## src/rtl/rcu_pkg.sv

```systemverilog
package rcu_pkg;

  localparam int CHANNELS_DEF          = 32;
  localparam int PAYLOAD_BYTES_DEF     = 33;
  localparam int FALLBACK_CHANNELS_DEF = 18;

  localparam int TYPE_BITS  = 160;
  localparam int POS_W      = 9;   // 32 channels of up to 15 bits
  localparam int IDX_W      = 7;   // byte index plus two look-ahead bytes
  localparam int CNT_W      = 6;   // channel counter, holds 32
  localparam int PULSE_W    = 12;
  localparam int CH_W       = 5;

  localparam logic [11:0] PULSE_CENTER = 12'd1500;
  localparam logic [11:0] PULSE_MIN    = 12'd750;
  localparam logic [11:0] PULSE_MAX    = 12'd2250;
  localparam logic [14:0] VALUE_SAT    = 15'd24576;
  localparam logic [16:0] VALUE_OFFSET = 17'd49152;
  localparam logic [12:0] MAP_GAIN     = 13'd8000;
  localparam logic [13:0] SCALED_MIN   = 14'd3000;
  localparam logic [13:0] SCALED_MAX   = 14'd9000;
  localparam logic [7:0]  DIV3_RECIP   = 8'd171;

  localparam logic [1:0] REG_TYPES_LOW  = 2'd0;
  localparam logic [1:0] REG_TYPES_MID  = 2'd1;
  localparam logic [1:0] REG_TYPES_HIGH = 2'd2;
  localparam logic [1:0] REG_TYPES_VLD  = 2'd3;

  typedef enum logic [3:0] {
    S_IDLE, S_RD0, S_RD1, S_RD2, S_RD3, S_FIELD, S_MUL, S_MAP, S_PULSE, S_OUT
  } state_t;

  // Scale factor per channel type, 16 fractional bits after the product shift
  function automatic logic [31:0] scale_factor(input logic [4:0] t);
    logic [31:0] f;
    begin
      unique case (t)
        5'd2:  f = 32'h40000000;
        5'd6:  f = 32'h028F5C29;
        5'd7:  f = 32'h0147AE15;
        5'd8:  f = 32'h0083126F;
        5'd9:  f = 32'h00418938;
        5'd10: f = 32'h0020C49C;
        5'd11: f = 32'h0010624E;
        5'd12: f = 32'h00083127;
        5'd13: f = 32'h00041894;
        5'd19: f = 32'h20000000;
        5'd20: f = 32'h10000000;
        5'd21: f = 32'h06666667;
        5'd22: f = 32'h03333334;
        5'd24: f = 32'h0147AE15;
        5'd25: f = 32'h00A3D70B;
        5'd26: f = 32'h00418938;
        5'd27: f = 32'h0020C49C;
        5'd28: f = 32'h0010624E;
        5'd29: f = 32'h00083127;
        default: f = 32'h0;
      endcase
      return f;
    end
  endfunction

endpackage

```

## src/rtl/rcu_payload_mem.sv

```systemverilog
module rcu_payload_mem
  import rcu_pkg::*;
#(
  parameter int DEPTH = PAYLOAD_BYTES_DEF,
  localparam int AW = $clog2(DEPTH)
) (
  input  logic          clk,
  input  logic          we,
  input  logic [AW-1:0] waddr,
  input  logic [7:0]    wdata,
  input  logic [AW-1:0] raddr,
  output logic [7:0]    rdata
);

  logic [7:0] mem [DEPTH];

  // Write one byte, read one byte with registered data
  always_ff @(posedge clk) begin
    if (we) begin
      mem[waddr] <= wdata;
    end
    rdata <= mem[raddr];
  end

endmodule

```

## src/rtl/rcu_held_mem.sv

```systemverilog
module rcu_held_mem
  import rcu_pkg::*;
#(
  parameter int DEPTH = CHANNELS_DEF,
  localparam int AW = $clog2(DEPTH)
) (
  input  logic               clk,
  input  logic               rst,
  input  logic               we,
  input  logic [AW-1:0]      waddr,
  input  logic [PULSE_W-1:0] wdata,
  input  logic [AW-1:0]      raddr,
  output logic [PULSE_W-1:0] rdata
);

  logic [PULSE_W-1:0] mem [DEPTH];
  logic [DEPTH-1:0]   vld;
  logic [PULSE_W-1:0] q;
  logic               qv;

  // Store entries and registered read
  always_ff @(posedge clk) begin
    if (we) begin
      mem[waddr] <= wdata;
    end
    q <= mem[raddr];
  end

  // Track written entries; unwritten ones read as the center pulse
  always_ff @(posedge clk) begin
    if (rst) begin
      vld <= '0;
      qv  <= 1'b0;
    end else begin
      if (we) begin
        vld[waddr] <= 1'b1;
      end
      qv <= vld[raddr] | (we && waddr == raddr);
    end
  end

  assign rdata = qv ? q : PULSE_CENTER;

endmodule

```

## src/rtl/rc_channel_unpacker_variable_width_core.sv

```systemverilog
// Decode: a frame-ending beat starts decode when types are valid or the frame
// holds at least four untyped channels; each channel steps through four payload
// memory read states, field extract, multiply, map, pulse and output beat, and the
// output beat waits for the master side. No input is taken while a decode runs,
// and the per-channel sequencer handles one channel at a time. Synchronous active-high
// reset clears byte count, config registers, held-pulse valid bits (all channels read 1500) and the sequencer state.
module rc_channel_unpacker_variable_width_core
  import rcu_pkg::*;
#(
  parameter int CHANNELS          = CHANNELS_DEF,
  parameter int PAYLOAD_BYTES     = PAYLOAD_BYTES_DEF,
  parameter int FALLBACK_CHANNELS = FALLBACK_CHANNELS_DEF
) (
  input  logic        clk,
  input  logic        rst,
  input  logic        s_tvalid,
  output logic        s_tready,
  input  logic [7:0]  s_tdata,   // payload_byte
  input  logic        s_tlast,   // frame_end
  output logic        m_tvalid,
  input  logic        m_tready,
  output logic [23:0] m_tdata,   // channel_index[4:0], pulse_us[16:5], zero fill
  output logic        m_tlast,   // last_channel
  input  logic        cfg_we,
  input  logic [1:0]  cfg_index,
  input  logic [63:0] cfg_data
);

  localparam int AW       = $clog2(PAYLOAD_BYTES);
  localparam int BCW      = $clog2(PAYLOAD_BYTES + 1);
  localparam int HW       = $clog2(CHANNELS);
  localparam int FB_BYTES = (FALLBACK_CHANNELS * 12) / 8;

  state_t state, state_next;

  logic [TYPE_BITS-1:0] types;
  logic                 types_valid;
  logic [BCW-1:0]       byte_count;
  logic [CNT_W-1:0]     ch;
  logic [CNT_W-1:0]     total;
  logic                 typed;
  logic [POS_W-1:0]     pos;
  logic [7:0]           d0, d1;
  logic [7:0]           mem_q;
  logic [PULSE_W-1:0]   held_q, held_val;
  logic                 hold;
  logic                 neg;
  logic [13:0]          mag;
  logic [PULSE_W-1:0]   unt_pulse;
  logic [45:0]          prod;
  logic [29:0]          mapped;
  logic [PULSE_W-1:0]   out_pulse;
  logic [CH_W-1:0]      out_ch;
  logic                 out_last;

  logic                 s_acc, m_acc;
  logic                 mem_we, held_we;
  logic [IDX_W-1:0]     rd_idx;
  logic [PULSE_W-1:0]   pulse_calc;

  assign s_acc = s_tvalid && s_tready;
  assign m_acc = m_tvalid && m_tready;

  // Configuration registers
  always_ff @(posedge clk) begin
    if (rst) begin
      types       <= '0;
      types_valid <= 1'b0;
    end else if (cfg_we) begin
      unique case (cfg_index)
        REG_TYPES_LOW:  types[63:0]    <= cfg_data;
        REG_TYPES_MID:  types[127:64]  <= cfg_data;
        REG_TYPES_HIGH: types[159:128] <= cfg_data[31:0];
        REG_TYPES_VLD:  types_valid    <= cfg_data[0];
        default: ;
      endcase
    end
  end

  // Frame length and channel count at frame end
  logic [BCW-1:0]   bc_after;
  logic [CNT_W-1:0] unt_count;
  logic [16:0]      div3;
  logic [CNT_W-1:0] fb_lim;
  always_comb begin
    bc_after = (byte_count < BCW'(PAYLOAD_BYTES)) ? byte_count + 1'b1 : byte_count;
    div3     = 17'({bc_after, 1'b0}) * 17'(DIV3_RECIP);
    fb_lim   = (bc_after >= BCW'(FB_BYTES)) ? CNT_W'(FALLBACK_CHANNELS)
                                             : CNT_W'(div3 >> 9);
    unt_count = (fb_lim > CNT_W'(CHANNELS)) ? CNT_W'(CHANNELS) : fb_lim;
  end

  // Current channel type and width
  logic [4:0] ch_type;
  logic [3:0] n;
  assign ch_type = types[5 * ch[CH_W-1:0] +: 5];
  assign n       = typed ? ch_type[3:0] : 4'd12;

  // Field extract from the three-byte window, bytes past the frame read zero
  logic [IDX_W-1:0] b0;
  logic [23:0]      win;
  logic [23:0]      shifted;
  logic [14:0]      field;
  logic [14:0]      top;
  logic [14:0]      negf;
  logic signed [11:0] raw;
  logic signed [11:0] half;
  logic signed [12:0] unt_sum;
  assign b0 = IDX_W'(pos[POS_W-1:3]);
  always_comb begin
    win[7:0]   = (b0 < IDX_W'(byte_count))        ? d0 : 8'h0;
    win[15:8]  = (b0 + 1'b1 < IDX_W'(byte_count)) ? d1 : 8'h0;
    win[23:16] = (b0 + 2'd2 < IDX_W'(byte_count)) ? mem_q : 8'h0;
    shifted    = win >> pos[2:0];
    field      = shifted[14:0] & ((15'd1 << n) - 15'd1);
    top        = (n >= 4'd2) ? (15'd1 << (n - 4'd1)) : 15'd0;
    negf       = (15'd0 - field) & (top - 15'd1);
    raw        = signed'(shifted[11:0]);
    half       = (raw + $signed({11'd0, raw[11]})) >>> 1;
    unt_sum    = 13'(PULSE_CENTER) + 13'(half);
  end

  // Scaled value, saturated and signed
  logic [30:0]        sc_full;
  logic [14:0]        sc;
  logic signed [16:0] value;
  logic [16:0]        offs;
  logic [13:0]        s_round;
  logic [13:0]        s_clamp;
  always_comb begin
    sc_full    = 31'((prod + 46'd32768) >> 16);
    sc         = (sc_full > 31'(VALUE_SAT)) ? VALUE_SAT : sc_full[14:0];
    value      = neg ? -17'(sc) : 17'(sc);
    offs       = 17'(value) + VALUE_OFFSET;
    s_round    = 14'((mapped + 30'd32768) >> 16);
    s_clamp    = (s_round < SCALED_MIN) ? SCALED_MIN :
                 (s_round > SCALED_MAX) ? SCALED_MAX : s_round;
    pulse_calc = hold  ? held_val :
                 typed ? s_clamp[13:2] : unt_pulse;
  end

  // Next state
  always_comb begin
    state_next = state;
    unique case (state)
      S_IDLE:  if (s_acc && s_tlast && (types_valid || unt_count >= CNT_W'(4)))
                 state_next = S_RD0;
      S_RD0:   state_next = S_RD1;
      S_RD1:   state_next = S_RD2;
      S_RD2:   state_next = S_RD3;
      S_RD3:   state_next = S_FIELD;
      S_FIELD: state_next = S_MUL;
      S_MUL:   state_next = S_MAP;
      S_MAP:   state_next = S_PULSE;
      S_PULSE: state_next = S_OUT;
      S_OUT:   if (m_acc) state_next = out_last ? S_IDLE : S_RD0;
      default: state_next = S_IDLE;
    endcase
  end

  // Control outputs
  always_comb begin
    s_tready = (state == S_IDLE);
    m_tvalid = (state == S_OUT);
    mem_we   = s_acc && (byte_count < BCW'(PAYLOAD_BYTES));
    held_we  = (state == S_PULSE) && !hold;
    unique case (state)
      S_RD1:   rd_idx = b0 + 1'b1;
      S_RD2:   rd_idx = b0 + 2'd2;
      S_RD3:   rd_idx = b0 + 2'd2;
      default: rd_idx = b0;
    endcase
  end

  // Sequencer and datapath registers
  always_ff @(posedge clk) begin
    if (rst) begin
      state      <= S_IDLE;
      byte_count <= '0;
      ch         <= '0;
      pos        <= '0;
    end else begin
      state <= state_next;
      if (state == S_IDLE && s_acc) begin
        byte_count <= s_tlast ? ((types_valid || unt_count >= CNT_W'(4)) ? bc_after : '0)
                              : bc_after;
        ch  <= '0;
        pos <= '0;
      end
      if (state == S_OUT && m_acc) begin
        ch  <= ch + 1'b1;
        pos <= pos + POS_W'(n);
        if (out_last) byte_count <= '0;
      end
    end
  end

  always_ff @(posedge clk) begin
    if (state == S_IDLE && s_acc && s_tlast) begin
      typed <= types_valid;
      total <= types_valid ? CNT_W'(CHANNELS) : unt_count;
    end
    if (state == S_RD1) begin
      d0       <= mem_q;
      held_val <= held_q;
    end
    if (state == S_RD2) d1 <= mem_q;
    if (state == S_FIELD) begin
      hold <= typed && n >= 4'd2 &&
              (field == top || (field == top + 15'd1 && n >= 4'd6));
      neg  <= typed && n >= 4'd2 && (field & top) != 15'd0;
      mag  <= (!typed || n < 4'd2) ? 14'd0 :
              ((field & top) != 15'd0) ? negf[13:0] : field[13:0];
      unt_pulse <= (unt_sum < 13'(PULSE_MIN)) ? PULSE_MIN :
                   (unt_sum > 13'(PULSE_MAX)) ? PULSE_MAX : unt_sum[11:0];
    end
    if (state == S_MUL) prod <= 46'(mag) * 46'(scale_factor(ch_type));
    if (state == S_MAP) mapped <= 30'(offs) * 30'(MAP_GAIN);
    if (state == S_PULSE) begin
      out_pulse <= pulse_calc;
      out_ch    <= ch[CH_W-1:0];
      out_last  <= (ch + 1'b1 == total);
    end
  end

  rcu_payload_mem #(.DEPTH(PAYLOAD_BYTES)) u_payload (
    .clk   (clk),
    .we    (mem_we),
    .waddr (byte_count[AW-1:0]),
    .wdata (s_tdata),
    .raddr (rd_idx[AW-1:0]),
    .rdata (mem_q)
  );

  rcu_held_mem #(.DEPTH(CHANNELS)) u_held (
    .clk   (clk),
    .rst   (rst),
    .we    (held_we),
    .waddr (ch[HW-1:0]),
    .wdata (pulse_calc),
    .raddr (ch[HW-1:0]),
    .rdata (held_q)
  );

  assign m_tdata = {7'd0, out_pulse, out_ch};
  assign m_tlast = out_last;

  // Never be ready for input while an output beat is pending
  a_no_overlap: assert property (@(posedge clk) disable iff (rst)
    !(s_tready && m_tvalid)) else $error("input taken during decode");

  // Channel counter stays below the frame's channel count while decoding
  a_ch_range: assert property (@(posedge clk) disable iff (rst)
    (state == S_OUT) |-> (ch < total)) else $error("channel count overrun");

  // Pulse output stays within the clamp range
  a_pulse_range: assert property (@(posedge clk) disable iff (rst)
    m_tvalid |-> (out_pulse >= PULSE_MIN && out_pulse <= PULSE_MAX))
    else $error("pulse out of range");

  // Byte count is cleared after the final beat of a frame
  a_count_clear: assert property (@(posedge clk) disable iff (rst)
    (m_acc && m_tlast) |=> (byte_count == '0)) else $error("byte count not cleared");

endmodule

```

## config.mk

```make
export PLATFORM = sky130hd
export DESIGN_NAME = rc_channel_unpacker_variable_width_core
export DESIGN_NICKNAME = d
export VERILOG_FILES = /design/src/rtl/rcu_pkg.sv /design/src/rtl/rcu_payload_mem.sv /design/src/rtl/rcu_held_mem.sv /design/src/rtl/rc_channel_unpacker_variable_width_core.sv
export SDC_FILE = /design/constraint.sdc
export NUM_CORES = 2
export LEC_CHECK = 0
export ABC_CLOCK_PERIOD_IN_PS = 17320
export BUFFER_PORTS_ARGS = -buffer_cell sky130_fd_sc_hd__buf_2
export CELL_PAD_IN_SITES_DETAIL_PLACEMENT = 1
export CELL_PAD_IN_SITES_GLOBAL_PLACEMENT = 1
export CORE_UTILIZATION = 50
export DETAILED_ROUTE_END_ITERATION = 10
export GPL_TIMING_DRIVEN = 0
export PLACE_DENSITY = 0.87
export SYNTH_ARGS = -nofsm -noshare
export SYNTH_HDL_FRONTEND = slang
export SYNTH_SLANG_ARGS = --single-unit
```

## constraint.sdc

```tcl
create_clock -name clk -period 17.32 [get_ports clk]
set_input_delay 5.196 -clock clk [delete_from_list [all_inputs] [get_ports clk]]
set_output_delay 5.196 -clock clk [all_outputs]
set_load 0.01 [all_outputs]
```

[Word-level counts from Yosys, hierarchy flattened]
Memories as Yosys holds them, arrays and structs flattened. A register that Yosys moved wholly into a read port is not among the register bits.
Index checks and enable logic that the tools add are counted.
Word-level totals
  memories kept: 3
  bits of input ports: 80
  flip-flop bits (word level): 370
  ROM bits: 960
  logic and storage cells: 160
  RAM bits: 648
  output and inout port bits: 27
Cells by class
  shift operators: 4
  bitwise logic cells: 5
  magnitude comparators: 17
  muxes and demuxes: 39
  reductions and logical operators: 30
  add/subtract/negate cells: 16
  $mul: 4
  eq/ne operators: 17
Memory list
  (name not given): words 32, width 30, rd ports 1, clocked after memory_dff 0, write ports 0, RTL line rcu_pkg.sv:37  | unique case (t)
  u_held.mem: words 32, width 12, rd ports 1, clocked after memory_dff 1, write ports 1, RTL line rcu_held_mem.sv:16  | logic [PULSE_W-1:0] mem [DEPTH];
  u_payload.mem: words 33, width 8, rd ports 1, clocked after memory_dff 1, write ports 1, RTL line rcu_payload_mem.sv:15  | logic [7:0] mem [DEPTH];
Operators with widths (number)
  160-bit by 9-bit indexed part select with 5-bit output: 1
  6-bit 2-to-1 mux: 10
  46-bit by 16-bit adder with 46-bit output, second input constant: 1
  14-bit by 32-bit multiplier with 46-bit output: 1
  14-bit 2-to-1 mux: 3
  4-bit one-hot mux with 10 select lines: 1
  12-bit 2-to-1 mux: 3
  32-bit 2-to-1 mux: 1
  32-bit OR: 1
  30-bit by 16-bit adder with 30-bit output, second input constant: 1
  15-bit AND: 2
  15-bit equality test: 2
  30-bit by 15-bit > comparator with 1-bit output, second input constant: 1
  15-bit 2-to-1 mux: 2
  1-bit by 4-bit << shifter with 15-bit output, first input constant: 2
  17-bit by 7-bit multiplier with 24-bit output, second input constant: 1
  8-bit 2-to-1 mux: 3
  24-bit by 3-bit right shift with 15-bit output: 1
  9-bit 2-to-1 mux: 2
  17-bit by 16-bit adder with 17-bit output, second input constant: 1
  17-bit 2-to-1 mux: 1
  15-bit negator with 17-bit output: 1
  4-bit by 3-bit equality test with 1-bit output, second input constant: 4
  15-bit by 1-bit adder with 15-bit output, second input constant: 1
  50 further kinds: 85

[Logic depth before layout (Yosys ltp)]
  depth after elaboration: 13
  depth in mapped cells: 41
  depth with buffers taken out: 35

[Modules after synthesis]
A second synthesis with hierarchy kept.
Unflattened totals
  cells, all modules: 5598
  area total of the unflattened synthesis: 62686.4 um2
Modules (own cells, without submodules)
  rc_channel_unpacker_variable_width_core: area each 35302.6 um2, cells each 4134, times used 1, seq. area each 7537.2 um2
  rcu_held_mem: area each 16662.2 um2, cells each 870, times used 1, seq. area each 12431.9 um2
  rcu_payload_mem: area each 10721.5 um2, cells each 594, times used 1, seq. area each 8087.8 um2

[Worst setup path after synthesis]
Ideal clock, no wire load.
  path kind: register -> register
  start: reg ch[1]
  end: reg prod[41] (data pin)
  setup time: 0.258 ns
  arrival time: 9.175 ns
  clock period less this slack: 9.433 ns
  cell stages (with the launch flop): 39
  path buffers: 5
  data required time: 17.062 ns
  slack: 7.887 ns
  path through: dfxtp_1 -> buf_2 -> buf_2 -> mux2i_1 -> o22ai_1 -> nor4_1 -> and2_1 -> buf_1 -> ha_1 -> clkbuf_1 -> nand2_1 -> a21boi_0 -> o21ai_0 -> clkbuf_1 -> nand2_1 -> fa_1 -> inv_1 -> fa_1 -> [... 3 more ...] -> fa_1 -> inv_1 -> fa_1 -> inv_1 -> fa_1 -> ha_1 -> a21o_1 -> a21oi_1 -> o211ai_1 -> a211oi_1 -> nor2_1 -> a31oi_1 -> o31a_1 -> o211ai_1 -> a21o_1 -> a21o_1 -> a21oi_1 -> xnor2_1
Between the ends
  cells in the longest elaborated chain, start to end: 5
RTL lines
  start, declared: RTL line rc_channel_unpacker_variable_width_core.sv:39  | logic [CNT_W-1:0] ch;
  start signal, assigned: RTL line rc_channel_unpacker_variable_width_core.sv:191  | ch <= ch + 1'b1;
  3-bit by 5-bit multiplier with 8-bit output: RTL line rc_channel_unpacker_variable_width_core.sv:96  | assign ch_type = types[5 * ch[CH_W-1:0] +: 5];
  160-bit by 9-bit indexed part select with 5-bit output: RTL line rc_channel_unpacker_variable_width_core.sv:96
  memory 32 x 30 bit
  32-bit 2-to-1 mux: RTL line rc_channel_unpacker_variable_width_core.sv:217  | if (state == S_MUL) prod <= 46'(mag) * 46'(scale_factor(ch_type));
  14-bit by 32-bit multiplier with 46-bit output: RTL line rc_channel_unpacker_variable_width_core.sv:217
  end signal, assigned: RTL line rc_channel_unpacker_variable_width_core.sv:217
  end, declared: RTL line rc_channel_unpacker_variable_width_core.sv:50  | logic [45:0] prod;
Every way passes these cells. The select of a mux whose other input is x is not followed.
A chain may end at the register's enable or synchronous reset.

[Worst setup path in the final report]
  start: reg ch[1]
  end: reg prod[33] (data pin)
The elaborated chain is that of the path after synthesis.

==> impl_metrics.ini <==
[outcome]
status = complete, but fails checks
violations = max-capacitance violations, max-slew violations

[place]
routabilityCongestion = 0.971
dp_hpwl_um = 153000
placed_area_sq_um = 64900
portBuffers = 98
placed_cells = 7147
place_ws_ns = 4.09

[floorplan]
die_area_sq_um = 125000
die-height_um = 354
start_util = 0.506
ios = 107
rows = 128
fp.dieW_um = 354
coreArea_sq_um = 122000

[worst_hold_path]
hold_path_depth = 2
holdCritPathClass = register to register
min_from = types[104]
hold_end = types[104]

[timing]
holdWs_ns = 0.456
fmax_mhz = 72.0
fin_crit_sh = 0.802
fin_setup_tns_ns = 0
finalCriticalPeriod_ns = 13.88
finClkSkew_ns = 0.102
final_hold_viol_count = 0
tightest_slew_ns = 1.61
setup_slack_ns = 3.44
rsz0062_at_grt = false
slew_viol_final = 6
finalSetupViolations = 0
maxSlewHeadroom = -0.0791

[setup_path]
r2r_cells = 38
startpoint_type = register
cp-end-kind = register
max_stage_delay_ns = 1.02
reg2reg_slack_ns = 3.44
path_class = register to register
reg2reg_to = prod[33]
r2r_start = ch[1]
cp_common_cell = fa_1
cp_max_fo = 13
cp-startpoint = ch[1]
cp.arrival_ns = 14.28
crit_required_ns = 17.72
critPathSlowestCell = o21ai_0

[yosys]
synth-warning-count = 0
yosys.area.top_type = edfxtp_1
synth_seq_cells = 1014
synthFlopType = edfxtp_1
yosysSeqAreaShare = 0.453
synth.area.top_cells = edfxtp_1 (38%), fa_1 (12%), dfxtp_1 (7.7%)
syn_inst = 5403
ys_types = 110
synth_most_common_cell = nand2_1
async_reset_ff_frac = 0
synth_top_area_frac = 0.376
synth_common_cells = nand2_1 (780), edfxtp_1 (775), inv_1 (535)
postSynthAreaPerCell_sq_um = 11.5
synth_edf_count = 775
syn_area_sq_um = 61900

[final_layout]
multi_input_area_sq_um = 30800
post-route-util = 0.559
final_area_sq_um = 68400
regArea_sq_um = 28100
fin_cells = 7354
final_nets = 6355
layout-drive-gt1-share = 0.107
nFillCells = 12800
area_delta_synth_final_pct = 10.5

[route]
drt-total-wl_um = 213000
drt-vias-per-instance = 6.40
via_count = 47100
first_iter_violations = 5368
ant_nets = 0
wl_per_cell_um = 29.0
drtPass1Iterations = 6
drc = 0

[clocking]
clock_latency_ns = 0.76
cts_sinks = 1014
cts_buffers = 104
hold_buffers = 0
clock_path_buffers = 3
clk_pin_slew_ns = 0.07
cts_root_buf = clkbuf_16
post-cts-setup-buffers = 0
h-tree-depth = 3
cts_tree = done
cts.repair.resized = 0

[global_route]
grt_pass1_wl_um = 319000
grt_usage = 0.339
antenna_found_initial = 16
grt_max_degree = 34
grt_pass1_vias = 50100
overflow = 0

[power]
finalPower_mw = 6.34
power.density_nw_per_um2 = 92.6
max-vdd-ir-drop_uv = 108
p_leak_nw = 25.7

[job]
maxCapViolCount = 1
-- logic make-up after synthesis --
group	count (synthesis)	synth area share
compound gates	756	0.0777
xor+xnor	171	0.0243
fa+ha+maj	646	0.177
buf+inv	833	0.0523
flops	1014	0.453
mux	300	0.0884
other cells	1	0.0000606
simple gates	1682	0.127
-- sequential cells by signal (all words and copies together), names as in the netlist, 9 cells and up --
register	flops
mapped	15
held_val	12
types	160
out_pulse	12
u_payload.mem	264
u_held.mem	384
unt_pulse	12
pos	9
u_held.vld	32
mag	14
u_held.q	12
prod	31
-- layer usage --
| layer | GRT usage | vias to the layer above | part of all wire |
|---|---|---|---|
| met4 | 0.166 | 8 | 0.056 |
| met1 | 0.425 | 24100 | 0.37 |
| met2 | 0.555 | 2853 | 0.48 |
| met5 | 0 | - | 0.00024 |
| li1 | - | 19400 | - |
| met3 | 0.0762 | 760 | 0.093 |
-- critical path: cells and delay by family (launching register included) --
family	cells	cell delay (ns)
AND/OR/NAND/NOR	8	2.44
buffers and inverters	10	2.77
XOR/XNOR	1	0.14
flip-flops	1	0.64
AO/OA/AOI/OAI	10	3.37
multiplexers	1	0.40
adder cells (fa/ha/maj)	8	3.75
-- power breakdown --
part	leakage [nW]	internal, mW	switching (mW)	total (mW)
clock network	1.66	1.28	1.03	2.32
registers	8.88	2.70	0.0448	2.75
logic	15.2	0.445	0.828	1.27
-- worst max path at each step --
| stage | end | slack, ns |
|---|---|---|
| 3_3_place_gp | prod[45] | 4.06 |
| 6_report | prod[33] | 3.44 |
| 4_1_cts | prod[33] | 3.86 |
| 3_5_place_dp | prod[33] | 4.09 |
| 5_1_grt | prod[33] | 3.09 |
| 2_1_floorplan | prod[41] | 7.89 |
-- cell usage in the layout (no fill, tap or decap), types with 79 or more instances in the layout --
cell       instances
clkbuf_16        104
a21oi_1          305
and2_1           172
edfxtp_1         775
inv_1            535
clkbuf_1         236
dfxtp_1          239
mux4_2           196
ha_1             260
buf_2            127
a22oi_1           79
mux2i_1           91
fa_1             384
xnor2_1          109
nor2_1           301
nand2_1          780
-- cell type report --
cell class,instances,share of cell area
antenna,12,0.000439
buffer,291,0.0176
clock buffer,134,0.0408
clock inverter,58,0.00967
inverter,542,0.0297
multi-input combinational,3562,0.451
sequential,1014,0.410
tap,1625,0.0297
timing repair buffer,116,0.0114
No activity file was read; power rests on OpenSTA's default activity.
